==> config.mk <==
export PLATFORM = sky130hd
export DESIGN_NAME = ptgb_lane
export DESIGN_NICKNAME = d
export VERILOG_FILES = /design/src/rtl/ptgb_pkg.sv /design/src/rtl/ptgb_lane.sv
export SDC_FILE = /design/constraint.sdc
export NUM_CORES = 2
export LEC_CHECK = 0
export BUFFER_PORTS_ARGS = -buffer_cell sky130_fd_sc_hd__buf_2
export CAP_MARGIN = 15
export CORE_ASPECT_RATIO = 1.25
export CORE_UTILIZATION = 58
export CTS_CLUSTER_DIAMETER = 60
export DETAILED_ROUTE_END_ITERATION = 12
export PLACE_DENSITY = 0.77
export SYNTH_ARGS = -nofsm -noshare
export SYNTH_HDL_FRONTEND = slang
export SYNTH_SLANG_ARGS = --single-unit
==> constraint.sdc <==
create_clock -name aclk -period 8.5 [get_ports aclk]
set_input_delay 1.7 -clock aclk [delete_from_list [all_inputs] [get_ports aclk]]
set_output_delay 1.7 -clock aclk [all_outputs]
set_load 0.02 [all_outputs]
==> src/rtl/ptgb_pkg.sv <==
// Shared widths, codes, lane control type and the tint blend step for the palette tint unit.
package ptgb_pkg;

    localparam int CHAN_W       = 8;
    localparam int TABLE_SIZE   = 256;
    localparam int GAMMA_ADDR_W = $clog2(TABLE_SIZE);
    localparam int TINT_REGS    = 4;
    localparam int CFG_ADDR_W   = 2;
    localparam int CFG_DATA_W   = 32;
    localparam int S_TDATA_W    = 40;
    localparam int M_TDATA_W    = 32;
    localparam int NUM_TINTS_DEF = 4;

    localparam logic OP_TABLE_WRITE = 1'b0;
    localparam logic OP_COLOR       = 1'b1;

    typedef struct packed {
        logic                    tbl_we;
        logic                    rd_en;
        logic [GAMMA_ADDR_W-1:0] tbl_addr;
        logic [CHAN_W-1:0]       tbl_data;
    } ptgb_ctrl_t;

    // c moves toward d by floor(p * (d - c) / 256)
    function automatic logic [CHAN_W-1:0] blend_step(
        input logic [CHAN_W-1:0] c,
        input logic [CHAN_W-1:0] d,
        input logic [CHAN_W-1:0] p
    );
        logic [CHAN_W-1:0]   diff;
        logic [2*CHAN_W-1:0] prod;
        logic [2*CHAN_W-1:0] rounded;
        logic [CHAN_W-1:0]   result;
        if (d >= c) begin
            diff    = d - c;
            prod    = p * diff;
            rounded = prod;
            result  = c + rounded[2*CHAN_W-1:CHAN_W];
        end else begin
            diff    = c - d;
            prod    = p * diff;
            rounded = prod + {{CHAN_W{1'b0}}, {CHAN_W{1'b1}}};
            result  = c - rounded[2*CHAN_W-1:CHAN_W];
        end
        return result;
    endfunction

endpackage

==> src/rtl/ptgb_lane.sv <==
// One color channel lane: pipelined tint blend stages and its own gamma table copy.
module ptgb_lane #(
    parameter int NUM_TINTS = ptgb_pkg::NUM_TINTS_DEF
) (
    input  logic                        aclk,
    input  logic [ptgb_pkg::CHAN_W-1:0] base_in,
    input  logic [ptgb_pkg::CHAN_W-1:0] dest [NUM_TINTS],
    input  logic [ptgb_pkg::CHAN_W-1:0] pct  [NUM_TINTS],
    input  logic [NUM_TINTS-1:0]        stage_en,
    input  ptgb_pkg::ptgb_ctrl_t        ctrl,
    output logic [ptgb_pkg::CHAN_W-1:0] gamma_out
);
    import ptgb_pkg::*;

    localparam int LAST = NUM_TINTS - 1;

    logic [CHAN_W-1:0] chan_reg  [NUM_TINTS];
    logic [CHAN_W-1:0] chan_next [NUM_TINTS];
    logic [CHAN_W-1:0] gamma_mem [TABLE_SIZE];
    logic [CHAN_W-1:0] gamma_reg;

    for (genvar k = 0; k < NUM_TINTS; k++) begin : g_stage
        if (k == 0) begin : g_first
            assign chan_next[k] = blend_step(base_in, dest[k], pct[k]);
        end else begin : g_rest
            assign chan_next[k] = blend_step(chan_reg[k-1], dest[k], pct[k]);
        end

        always_ff @(posedge aclk) begin
            if (stage_en[k]) begin
                chan_reg[k] <= chan_next[k];
            end
        end
    end

    always_ff @(posedge aclk) begin
        if (ctrl.tbl_we) begin
            gamma_mem[ctrl.tbl_addr] <= ctrl.tbl_data;
        end
        if (ctrl.rd_en) begin
            gamma_reg <= gamma_mem[chan_reg[LAST]];
        end
    end

    assign gamma_out = gamma_reg;

endmodule

# == After elaboration in Yosys (flattened, before gate mapping) ==
# Memory sizes are Yosys's and may differ from the RTL's. A register that Yosys moved wholly into a read port is not among the register bits.
# Index checks and enable logic that the tools add are counted.
# totals
reg_bits,0
latch_bits,0
mem_bits_rw,2080
mem_bits_ro,0
memories,2
# classes
addsub,20
multipliers,8
div,0
order_cmp,4
n_eq_ne,0
shifts,0
n_mux,14
bitwise_logic,0
reduce_logical,0
# memory_table
memory,depth,width,read_ports,rd_clocked_by_memory_dff,wr,line,text
gamma_mem,256,8,1,1,1,ptgb_lane.sv:19,logic [CHAN_W-1:0] gamma_mem [TABLE_SIZE];
chan_reg,4,8,4,0,4,ptgb_lane.sv:17,logic [CHAN_W-1:0] chan_reg [NUM_TINTS];
# op_table
op,n
$mul 8x8->16,8
$sub 8x8->8,12
$add 16x8->16 const B,4
$add 8x8->8,4
$ge 8x8->1,4
$mux 8,4
$mux 1,10

# == Depth between registers and ports, before layout ==
# logic_depth
ltp_word,5
ltp_mapped,36
mapped_depth_nobuf,36

# == Least setup slack after synthesis ==
# OpenSTA, ideal clock, no wires.
# synth_path
path_type,input port to flip-flop
from,input dest[18] (netlist name)
to,"memory chan_reg[1][7], data pin"
setup_time_ns,0.262
arrival_time_ns,8.069
setup_slack_ns,0.169
stages,33
path_buffers,1
cell_sequence,inv_1 > ha_1 > clkbuf_1 > inv_1 > o21ai_1 > a21oi_1 > nor2_1 > nor2_1 > xnor2_1 > and2_1 > fa_1 > inv_1 > fa_1 > inv_1 > fa_1 > fa_1 > ha_1 > or3_1 > o211ai_1 > a21oi_1 > nand2b_1 > ha_1 > mux2_1 > ha_1 > a21o_1 > a21oi_1 > nor2b_1 > o21a_1 > o21ai_1 > nand2b_1 > a21oi_1 > xnor2_1 > xnor2_1
# synth_rtl
item,line,text
from (decl),ptgb_lane.sv:7,"input logic [ptgb_pkg::CHAN_W-1:0] dest [NUM_TINTS],"
to (decl),ptgb_lane.sv:17,

==> results.py <==
metrics = {
    "clock_network": {
        "ctsResizeCount": 0,
        "root_buffer": "clkbuf_16",
        "cts_buffer_depth": 3,
        "clock_latency_ns": 0.84,
        "cts_buffers": 183,
        "h-tree-depth": 4,
        "cts_tree": "done",
        "cts.sinks": 2088,
        "cts.reportedPaths.clkPinSlew_ns": 0.06,
        "cts_setup_buffers": 0,
        "ctsHoldBuffers": 0,
    },
    "floorplan": {
        "dieArea_um2": 174400,
        "top_level_ports": 103,
        "rows": 170,
        "dieHeight_um": 466.7,
        "core_um2": 171700,
        "initial_utilization_pct": 58.38,
        "die_x_um": 373.8,
    },
    "sta": {
        "relSlewSlack_pct": 10.17,
        "fin_worst_skew_ns": 0.05037,
        "fin_crit_sh_pct": 93.39,
        "setup_viol": 0,
        "rsz0062_at_grt": "false",
        "tightest_slew_ns": 1.348,
        "hold_viol": 0,
        "clock.fmax_mhz": 126.0,
        "min_period_ns": 7.938,
        "slew_viol_final": 0,
    },
    "synthesis": {
        "syn-instance-count": 5753,
        "seq_area_frac_synth_pct": 62.57,
        "yosys_warnings": 0,
        "synth_top_area_share_pct": 62.57,
        "yosysTopAreaCell": "edfxtp_1",
        "async_reset_ff_share_pct": 0,
        "synth_flop_cell": "edfxtp_1",
        "synth_cell_types": 81,
        "synth-seq-cells": 2088,
        "synth_area_um2": 100200,
        "synth.avg_cell_area_um2": 17.42,
        "synth_nets": 6516,
        "synth-edff-count": 2088,
        "synth_area_leaders": "edfxtp_1 (63%), mux4_2 (15%), fa_1 (6.3%)",
    },
    "global_route": {
        "grt_max_degree": 162,
        "grt_pass1_vias": 56311,
        "overflow": 0,
        "antenna_found_initial": 17,
        "grtUsageTotal_pct": 28.75,
        "grt_pass1_wl_um": 368700,
    },
    "setup_path": {
        "r2r_slack_ns": 0.93,
        "crit_required_ns": 9.03,
        "worstPathArrival_ns": 8.47,
        "r2r_end": "chan_reg[2][7]",
        "crit_slowest_cell": "fa_1",
        "reg2regPathDepth": 36,
        "start_kind": "input port",
        "cpMostUsedCell": "fa_1",
        "reg2reg_from": "chan_reg[1][0]",
        "crit_fanout": 8,
        "cp-end-kind": "flop",
        "crit_type": "in2reg",
        "cpPeakStageDelay_ns": 0.53,
    },
    "placement": {
        "place_area_um2": 104500,
        "place_congestion": 0.8540,
        "hpwl_um": 145000,
        "numPortBuffers": 102,
    },
    "finish": {
        "final_area_um2": 110800,
        "largest_register_ffs": 2048,
        "nets": 6800,
        "drive_above_1_share_pct": 21.16,
        "area_growth_pct": 10.54,
    },
    "routing": {
        "vias": 54306,
        "drtIter0Drc": 6371,
        "ant_nets": 0,
        "drcViolationCount": 0,
        "wirelength_um": 247100,
        "dr.pass1.iters": 5,
        "avgViaCountPerCell": 6.441,
        "routedWlPerCell_um": 29.31,
    },
    "outcome": {
        "outcome": "completed",
    },
    "hold_path": {
        "holdCritPathClass": "reg2reg",
        "hp-start": "chan_reg[2][0]",
        "hold-path-endpoint": "chan_reg[3][0]",
        "min_path_cells": 1,
    },
    "run": {
        "maxCapViolations": 0,
    },
}
-- per-stage QoR --
stage / hold slack, ns / setup WS (ns) / util [%] / TNS, ns / std cells
after global placement: 0.7595 / -0.1352 / 60.87 / -0.3105 / 8086
after CTS: 0.7549 / 0.6070 / 64.51 / 0 / 8421
after detailed placement: 0.7587 / -0.2445 / 60.87 / -0.7494 / 8087
final: 0.7526 / 0.5616 / 64.53 / 0 / 8431
after floorplan: 0.5783 / 0.1687 / - / 0 / 5753
after global routing: 0.7747 / 0.08982 / 64.52 / 0 / 8423
-- synthesized netlist by cell type (50+ instances only) --
library cell and n:
clkbuf_1 166, nor2_1 328, xor2_1 50, mux4_2 680, fa_1 316, a21oi_1 96
xnor2_1 102, edfxtp_1 2088, buf_2 54, ha_1 352, nand2_1 317, and2_1 211
inv_1 565
-- placed cells by master (no fill, tap or decap), drive strengths merged, types with 11 or more instances in the layout --
cell      synthesis  layout
a21o             31      31
a21oi            98      98
a31oi            12      12
and2            211     211
and3             13      13
buf              77     334
bufinv            0      27
clkbuf          166     222
clkinv            1      72
clkinvlp          0      11
edfxtp         2088    2088
fa              316     316
ha              352     352
inv             565     576
mux4            680     680
nand2           317     317
nand2b           37      37
nand3            29      29
nor2            328     328
nor2b            17      17
nor3             26      26
o211ai           11      11
o21ai            40      40
o21bai           28      28
or2              12      12
or3              14      14
xnor2           102     102
xor2             50      50
-- layer usage --
layer | global-route usage, % | up-vias | wire, um
li1 | - | 22371 | -
met1 | 38.21 | 28153 | 88610
met2 | 48.42 | 3199 | 126000
met3 | 4.771 | 563 | 23060
met4 | 10.22 | 20 | 9306
met5 | 0 | - | 146
-- cell type report --
class,instances,area (um^2)
Tap cell,2236,2798
Fill cell,10928,60890
Sequential cell,2088,62700
Inverter,566,2125
Antenna cell,9,22.52
Timing Repair Buffer,342,2480
Clock inverter,120,1509
Multi-Input combinational cell,2856,34390
Clock buffer,214,4738
-- cells by family (layout without fill, tap and decap cells) --
group | after synthesis | in the layout | share of synthesized area, %
simple gates | 1043 | 1043 | 4.896
xor+xnor | 152 | 152 | 1.329
compound gates | 305 | 305 | 2.022
fa+ha+maj | 668 | 668 | 10.71
other cells | 0 | 9 | 0
mux | 688 | 688 | 15.37
buf+inv | 809 | 1242 | 3.105
flops | 2088 | 2088 | 62.57
-- how the worst max path moves through the flow --
stage	slack [ns]	endpoint	startpoint
after detailed placement	-0.24	chan_reg[1][7]	dest[16]
after floorplan	0.17	chan_reg[1][7]	dest[18]
after global routing	0.09	chan_reg[1][7]	dest[16]
final	0.56	chan_reg[3][7]	dest[0]
after global placement	-0.14	chan_reg[2][7]	dest[8]
after CTS	0.61	chan_reg[1][7]	dest[16]
-- worst max-delay path, delay by kind of cell --
family                   cells  cell delay (ns)
buffers and inverters        5             0.43
AO/OA/AOI/OAI               10             1.68
XOR/XNOR                     5             0.82
adder cells (fa/ha/maj)      8             2.94
multiplexers                 1             0.15
AND/OR/NAND/NOR              3             0.75
Power is not shown: default switching activity piles up to over one toggle a cycle in this logic, so the estimate is an artifact.
