`src/rtl/ptgb_pkg.sv`:
```
// Shared widths, codes, lane control type and the tint blend step for the palette tint unit.
package ptgb_pkg;

    localparam int CHAN_W       = 8;
    localparam int TABLE_SIZE   = 256;
    localparam int GAMMA_ADDR_W = $clog2(TABLE_SIZE);
    localparam int TINT_REGS    = 4;
    localparam int CFG_ADDR_W   = 2;
    localparam int CFG_DATA_W   = 32;
    localparam int S_TDATA_W    = 40;
    localparam int M_TDATA_W    = 32;
    localparam int NUM_TINTS_DEF = 4;

    localparam logic OP_TABLE_WRITE = 1'b0;
    localparam logic OP_COLOR       = 1'b1;

    typedef struct packed {
        logic                    tbl_we;
        logic                    rd_en;
        logic [GAMMA_ADDR_W-1:0] tbl_addr;
        logic [CHAN_W-1:0]       tbl_data;
    } ptgb_ctrl_t;

    // c moves toward d by floor(p * (d - c) / 256)
    function automatic logic [CHAN_W-1:0] blend_step(
        input logic [CHAN_W-1:0] c,
        input logic [CHAN_W-1:0] d,
        input logic [CHAN_W-1:0] p
    );
        logic [CHAN_W-1:0]   diff;
        logic [2*CHAN_W-1:0] prod;
        logic [2*CHAN_W-1:0] rounded;
        logic [CHAN_W-1:0]   result;
        if (d >= c) begin
            diff    = d - c;
            prod    = p * diff;
            rounded = prod;
            result  = c + rounded[2*CHAN_W-1:CHAN_W];
        end else begin
            diff    = c - d;
            prod    = p * diff;
            rounded = prod + {{CHAN_W{1'b0}}, {CHAN_W{1'b1}}};
            result  = c - rounded[2*CHAN_W-1:CHAN_W];
        end
        return result;
    endfunction

endpackage

```
`src/rtl/ptgb_merge.sv`:
```
// Output stage: joins the three lane results with the palette index and holds the transaction.
module ptgb_merge (
    input  logic                           aclk,
    input  logic                           aresetn,
    input  logic                           load,
    input  logic [ptgb_pkg::CHAN_W-1:0]    index_in,
    input  logic [ptgb_pkg::CHAN_W-1:0]    red_in,
    input  logic [ptgb_pkg::CHAN_W-1:0]    green_in,
    input  logic [ptgb_pkg::CHAN_W-1:0]    blue_in,
    output logic                           out_ready,
    output logic                           m_tvalid,
    input  logic                           m_tready,
    // fields from bit 0: out_index, out_red, out_green, out_blue
    output logic [ptgb_pkg::M_TDATA_W-1:0] m_tdata
);
    import ptgb_pkg::*;

    logic              valid_reg;
    logic              valid_next;
    logic [CHAN_W-1:0] index_reg;

    assign out_ready = !valid_reg || m_tready;

    always_comb begin
        valid_next = valid_reg;
        if (load) begin
            valid_next = 1'b1;
        end else if (m_tready) begin
            valid_next = 1'b0;
        end
    end

    always_ff @(posedge aclk) begin
        if (!aresetn) begin
            valid_reg <= 1'b0;
        end else begin
            valid_reg <= valid_next;
        end
    end

    always_ff @(posedge aclk) begin
        if (load) begin
            index_reg <= index_in;
        end
    end

    assign m_tvalid = valid_reg;
    assign m_tdata  = {blue_in, green_in, red_in, index_reg};

endmodule

```
`config.mk`:
```
export PLATFORM = sky130hd
export DESIGN_NAME = ptgb_merge
export DESIGN_NICKNAME = d
export VERILOG_FILES = /design/src/rtl/ptgb_pkg.sv /design/src/rtl/ptgb_merge.sv
export SDC_FILE = /design/constraint.sdc
export NUM_CORES = 1
export LEC_CHECK = 0
export BUFFER_PORTS_ARGS = -buffer_cell sky130_fd_sc_hd__clkbuf_2
export CAP_MARGIN = 15
export CORE_MARGIN = 5
export CORE_UTILIZATION = 28
export CTS_CLUSTER_DIAMETER = 200
export DETAILED_ROUTE_END_ITERATION = 10
export GPL_TIMING_DRIVEN = 0
export PLACE_DENSITY_LB_ADDON = 0.08
export SLEW_MARGIN = 20
export SYNTH_ARGS = -nofsm -noshare
export SYNTH_HDL_FRONTEND = slang
export SYNTH_SLANG_ARGS = --single-unit
```
`constraint.sdc`:
```
create_clock -name aclk -period 0.8 [get_ports aclk]
set_input_delay 0.12 -clock aclk [delete_from_list [all_inputs] [get_ports aclk]]
set_output_delay 0.12 -clock aclk [all_outputs]
set_load 0.01 [all_outputs]
```
-- Yosys cells after proc, flatten, opt, wreduce, memory -nomap -nowiden
Index checks and enable logic that the tools add are counted.
- muxes and demuxes: 2
- reductions and logical operators: 3
- operator list (cell ; count):
    two-way mux 1 bit ; 2
    nonzero test 2 bit ; 1
    logical NOT 1 bit ; 1
    logical OR 1 bit ; 1
- register bits after elaboration: 9
- bits of input ports: 36
- output and inout port bits: 34
- logic and storage cells: 7

-- Logic depth before layout (Yosys ltp)
Gate-level depths: netlist of the first run.
- word-level depth: 2
- mapped depth: 2

-- Worst setup path after synthesis of the first run
No wires, ideal clock.
- path type: reg-to-reg
- start: reg m_tvalid (netlist name)
- end: reg valid_reg (netlist: m_tvalid)
- setup time: 0.066 ns
- data arrival time: 0.598 ns
- data required time: 0.734 ns
- setup slack: 0.136 ns
- stages on the path, launching flop included: 3
- path buffers: 0
- cells stage by stage: dfxtp_1 -> nand2b_4 -> a21boi_2
- RTL lines (what ; line ; text):
    end signal, assigned ; ptgb_merge.sv:37 ; valid_reg <= valid_next;
    end, declared ; ptgb_merge.sv:18 ; logic valid_reg;

-- Worst setup path after layout of the first run
- start: reg valid_reg (netlist: m_tvalid)
- end: out out_ready
- word-level cells in the longest chain between the ends: 2
- RTL lines (what ; line ; text):
    logical NOT 1 bit ; ptgb_merge.sv:22 ; assign out_ready = !valid_reg || m_tready;
    logical OR 1 bit ; ptgb_merge.sv:22 ;
    end, declared ; ptgb_merge.sv:10 ; output logic out_ready,
No other way between the ends.

==> results.sh, run 1 <==
export IMPL_worst_slew_pin_slew_ns=0.222
export IMPL_rsz0062_at_grt="true"
export IMPL_vias=421
export IMPL_yosysWarnings=0
export IMPL_setup_viol=11
export IMPL_dr_pass1_iters=2
export IMPL_ir_drop_mv=0.679
export IMPL_cts_tree="yes"
export IMPL_initial_utilization_pct=30.4
export IMPL_grt_pass1_vias=460
export IMPL_crit_required_ns=0.68
export IMPL_clkSinkCount=9
export IMPL_worstHoldStart="index_in[2]"
export IMPL_skew_ns=0
export IMPL_netlist_area_sq_um=469
export IMPL_n_fill_cell=138
export IMPL_die_w_microns=50.9
export IMPL_fmax_mhz=1110
export IMPL_final_hold_viol_count=0
export IMPL_track_usage_pct=10.2
export IMPL_synth_area_top_cells="edfxtp_1, buf_4, dfxtp_1"
export IMPL_grt_pass1_wl_mm=1.95
export IMPL_crit_arrival_ns=0.78
export IMPL_cp_max_fo=2
export IMPL_avgSynthCellArea_sq_um=13.0
export IMPL_min_to="index_reg[2]"
export IMPL_violations="negative setup slack"
export IMPL_layout_commonest_cell="clkbuf_2"
export IMPL_post_drt_wl_per_cell_microns=12.4
export IMPL_fin_nets=124
export IMPL_fp_dieH_microns=50.9
export IMPL_final_util_pct=49.5
export IMPL_min_period_over_period_pct=113
export IMPL_synth_distinct_cells=6
export IMPL_grt_ovfl_total=0
export IMPL_place_ws_ns=0.123
export IMPL_row_count=14
export IMPL_status="finished, violations left"
export IMPL_drt_iter0_drc=7
export IMPL_reg2reg_from="m_tvalid"
export IMPL_globalplace_congestion=0.700
export IMPL_antenna_left=0
export IMPL_path_clk_slew_ns=0.06
export IMPL_port_buffers=45
export IMPL_slew_violations=0
export IMPL_viasPerCell=4.09
export IMPL_numCtsBuffers=3
export IMPL_hold_depth=1
export IMPL_pin_count=70
export IMPL_synth_seq_area_share_pct=55.5
export IMPL_drv_cap=0
export IMPL_worstRegToRegCells=4
export IMPL_r2r_end="m_tvalid"
export IMPL_htreeDepth=1
export IMPL_slowest_stage="dfxtp_2"
export IMPL_synth_nets=72
export IMPL_syn_to_final_growth_pct=62.7
export IMPL_drive_gt1_share_pct=88.5
export IMPL_drc=0
export IMPL_dp_cells=97
export IMPL_grt_max_degree=10
export IMPL_num_antenna_cells=0
export IMPL_hp_class="primary input to flip-flop"
export IMPL_min_period_ns=0.902
export IMPL_core_sq_um=1540
export IMPL_cp_start_kind="flip-flop"
export IMPL_maxSlewHeadroom_pct=85.2
export IMPL_fin_ws_ns=-0.102
export IMPL_worstSkewPairLatency_ns=0.25
export IMPL_synth_top_area_share_pct=51.2
export IMPL_syn_inst=36
export IMPL_path_class="flip-flop to output pin"
export IMPL_layout_common_cells="clkbuf_2, buf_4, edfxtp_1"
export IMPL_r2r_slack_ns=-0.03
export IMPL_p_per_area_nw_per_um2=1560
export IMPL_fin_area_sq_um=763
export IMPL_total_leakage_power_uw=0.000431
export IMPL_ys_seq_elements=9
export IMPL_die_area_sq_um=2590
export IMPL_crit_chain="nand2b_4 > buf_6"
export IMPL_critPathMaxStageDelay_ns=0.35
export IMPL_fin_cells=103
export IMPL_cts_root_buffer="clkbuf_4"
export IMPL_end_kind="output pin"
export IMPL_largest_register_ffs=8
export IMPL_routed_wl_mm=1.28
export IMPL_synth_top_area_cell="edfxtp_1"
export IMPL_antenna_found_initial=0
export IMPL_place_area_sq_um=714
export IMPL_finalSetupTns_ns=-0.710
export IMPL_cts_path_max_buffers=2
where the power goes:
| part | internal (uW) | total [uW] | leakage [uW] | switching, uW |
|---|---|---|---|---|
| logic | 171 | 292 | 0.000329 | 121 |
| clock network | 191 | 336 | 0.0000150 | 145 |
| registers | 552 | 563 | 0.0000869 | 11.3 |
| total | 914 | 1190 | 0.000431 | 278 |
per-stage QoR:
step | total power, uW | hold slack, ns
finish | 1190 | 0.0408
global route | 1270 | 0.0187
CTS | 1210 | 0.0292
detailed placement | 861 | 0.299
global placement | 858 | 0.298
floorplan | 728 | 0.219
per-layer routing:
layer  GRT usage [%]  vias up  part of all wire, %
li1                -      194                    -
met1            10.1      172                   29
met2            16.5       53                   49
met3            6.10        2                   21
met4            5.11        0                 0.94
met5               0        -                    0
worst max path at each step:
stage                      to     start  cells after the start
floorplan            m_tvalid  m_tvalid                      2
global placement    out_ready  m_tvalid                      2
detailed placement  out_ready  m_tvalid                      2
CTS                 out_ready  m_tvalid                      2
global route        out_ready  m_tvalid                      2
finish              out_ready  m_tvalid                      2
area by class of cell:
| cell class | count | area (sq um) | area share [%] |
|---|---|---|---|
| Buffer | 24 | 180 | 23.6 |
| Sequential cell | 9 | 262 | 34.3 |
| Timing Repair Buffer | 47 | 246 | 32.3 |
| Multi-Input combinational cell | 2 | 25.0 | 3.28 |
| Inverter | 1 | 3.75 | 0.492 |
| Tap cell | 16 | 20.0 | 2.62 |
| Clock buffer | 4 | 26.3 | 3.44 |
synthesized netlist by cell type, drive strengths merged:
master	n
inv	1
edfxtp	8
nand2b	1
a21boi	1
buf	24
dfxtp	1
critical path, delay by kind of cell, from the launching register on:
kind	cells	cell delay, ns
simple gates	1	0.06
flops	1	0.35
buf+inv	1	0.12
what timing repair did:
action	in CTS	in global routing
hold buffers	0	0
gates resized for setup	1	4
setup endpoints to repair	10	10
buffers inserted	1	1
pin swaps	0	1
kinds of logic after synthesis:
| kind of cell | after synthesis | synth area share (%) |
|---|---|---|
| buf+inv | 25 | 39.2 |
| flops | 9 | 55.5 |
| simple gates | 1 | 2.93 |
| compound gates | 1 | 2.40 |
No activity file was read; power rests on OpenSTA's default activity.
==> run 2, diff against run 1 <==
SKIP_CTS_REPAIR_TIMING = 1   (was not set)
==> run 2 against run 1 <==
The run still ends with negative setup slack left. Flip-flop and latch count is the same. Register-to-register slack better by 0.10 ns. Clock skew unchanged. Non-clock buffer count down 1. Critical path type unchanged. Largest cell class unchanged. Largest power group unchanged.
==> results.sh, run 2 (synthesis results as in run 1) <==
export IMPL_status="finished, violations left"
export IMPL_violations="negative setup slack"
export IMPL_syn_to_final_growth_pct=61.1
export IMPL_path_class="flip-flop to output pin"
export IMPL_rsz0062_at_grt="true"
export IMPL_fp_dieH_microns=50.9
export IMPL_numCtsBuffers=3
export IMPL_total_leakage_power_uw=0.000427
export IMPL_dp_cells=97
export IMPL_grt_ovfl_total=0
export IMPL_grt_pass1_vias=451
export IMPL_end_kind="output pin"
export IMPL_cts_root_buffer="clkbuf_4"
export IMPL_crit_required_ns=0.68
export IMPL_min_period_over_period_pct=112
export IMPL_routed_wl_mm=1.26
export IMPL_cts_tree="yes"
export IMPL_path_clk_slew_ns=0.06
export IMPL_r2r_slack_ns=0.07
export IMPL_cp_max_fo=2
export IMPL_n_fill_cell=139
export IMPL_drt_iter0_drc=7
export IMPL_layout_common_cells="clkbuf_2, buf_4, edfxtp_1"
export IMPL_fmax_mhz=1110
export IMPL_drc=0
export IMPL_crit_arrival_ns=0.78
export IMPL_min_period_ns=0.898
export IMPL_route_met3_wl_microns=263
export IMPL_row_count=14
export IMPL_setup_viol=10
export IMPL_track_usage_pct=10.0
export IMPL_layout_commonest_cell="clkbuf_2"
export IMPL_dr_pass1_iters=2
export IMPL_skew_ns=0
export IMPL_clkSinkCount=9
export IMPL_die_area_sq_um=2590
export IMPL_grt_max_degree=10
export IMPL_viasPerCell=4.09
export IMPL_antenna_left=0
export IMPL_wl_met2_microns=612
export IMPL_swShare_pct=23.3
export IMPL_worstSkewPairLatency_ns=0.25
export IMPL_pwr_share_comb_pct=24.3
export IMPL_top_layer="met4"
export IMPL_ir_drop_mv=0.664
export IMPL_hp_class="primary input to flip-flop"
export IMPL_fin_nets=123
export IMPL_timing_hold_ws_ns=0.0408
export IMPL_drv_cap=0
export IMPL_post_drt_wl_per_cell_microns=12.4
export IMPL_intPower_uw=912
export IMPL_p_clk_share_pct=28.3
export IMPL_pin_count=70
export IMPL_port_buffers=45
export IMPL_drive_gt1_share_pct=88.4
export IMPL_worst_slew_pin_slew_ns=0.222
export IMPL_antenna_found_initial=0
export IMPL_fin_cells=102
export IMPL_netSwitchingPower_uw=276
export IMPL_slew_violations=0
export IMPL_cp_start_kind="flip-flop"
export IMPL_cts_path_max_buffers=2
export IMPL_num_antenna_cells=0
export IMPL_fin_ws_ns=-0.0980
export IMPL_globalplace_congestion=0.700
export IMPL_maxSlewHeadroom_pct=85.2
export IMPL_core_sq_um=1540
export IMPL_seqPwrFrac_pct=47.4
export IMPL_grt_pass1_wl_mm=1.93
export IMPL_place_ws_ns=0.123
export IMPL_p_per_area_nw_per_um2=1570
export IMPL_htreeDepth=1
export IMPL_largest_register_ffs=8
export IMPL_wl_met1_microns=373
export IMPL_initial_utilization_pct=30.4
export IMPL_vias=417
export IMPL_die_w_microns=50.9
export IMPL_final_hold_viol_count=0
-- run 2: changes by cell type in the layout (fill, tap and decap cells not counted) --
cell / delta
buf_4: -1
-- run 2: power groups by stage --
stage / clock (uW) / sequential (uW) / combinational [uW]
CTS: 359 / 564 / 288
global route: 388 / 568 / 312
finish: 336 / 563 / 288
detailed placement: 0 / 574 / 287
global placement: 0 / 573 / 285
floorplan: 0 / 593 / 135
-- run 2: layer usage --
metal  vias up  global-route usage, %
met5         -                      0
met4         0                   5.11
met3         2                   6.10
met2        53                   16.1
met1       170                   10.1
li1        192                      -
-- run 2: final cells by class --
cell class	count	area, sq um	area share, %
flip-flops and latches	9	262	34.6
repair buffers	46	239	31.6
plain buffers	24	180	23.8
clock buffers	4	26.3	3.48
multi-input cells	2	25.0	3.31
well taps	16	20.0	2.65
inverters	1	3.75	0.497
-- run 2: path summary, 6_finish.rpt --
| kind | start | endpoint | depth (start not counted) |
|---|---|---|---|
| max reg2reg | m_tvalid | m_tvalid | 3 |
| min | index_in[2] | index_reg[2] | 1 |
| min reg2reg | m_tvalid | m_tvalid | 3 |
| max | m_tvalid | out_ready | 2 |
-- run 2: per-stage QoR --
step	utilization (%)	power, uW	TNS [ns]	instance area, sq um
floorplan	-	728	0	469
global placement	46.3	858	0	714
detailed placement	46.3	861	0	714
CTS	48.1	1210	-0.982	741
global route	49.0	1270	-1.16	756
finish	49.0	1190	-0.672	756
-- run 2: worst max-delay path, cell delays in order (launching register included) --
cell	delay [ns]
dfxtp_2	0.35
nand2b_4	0.06
buf_6	0.12
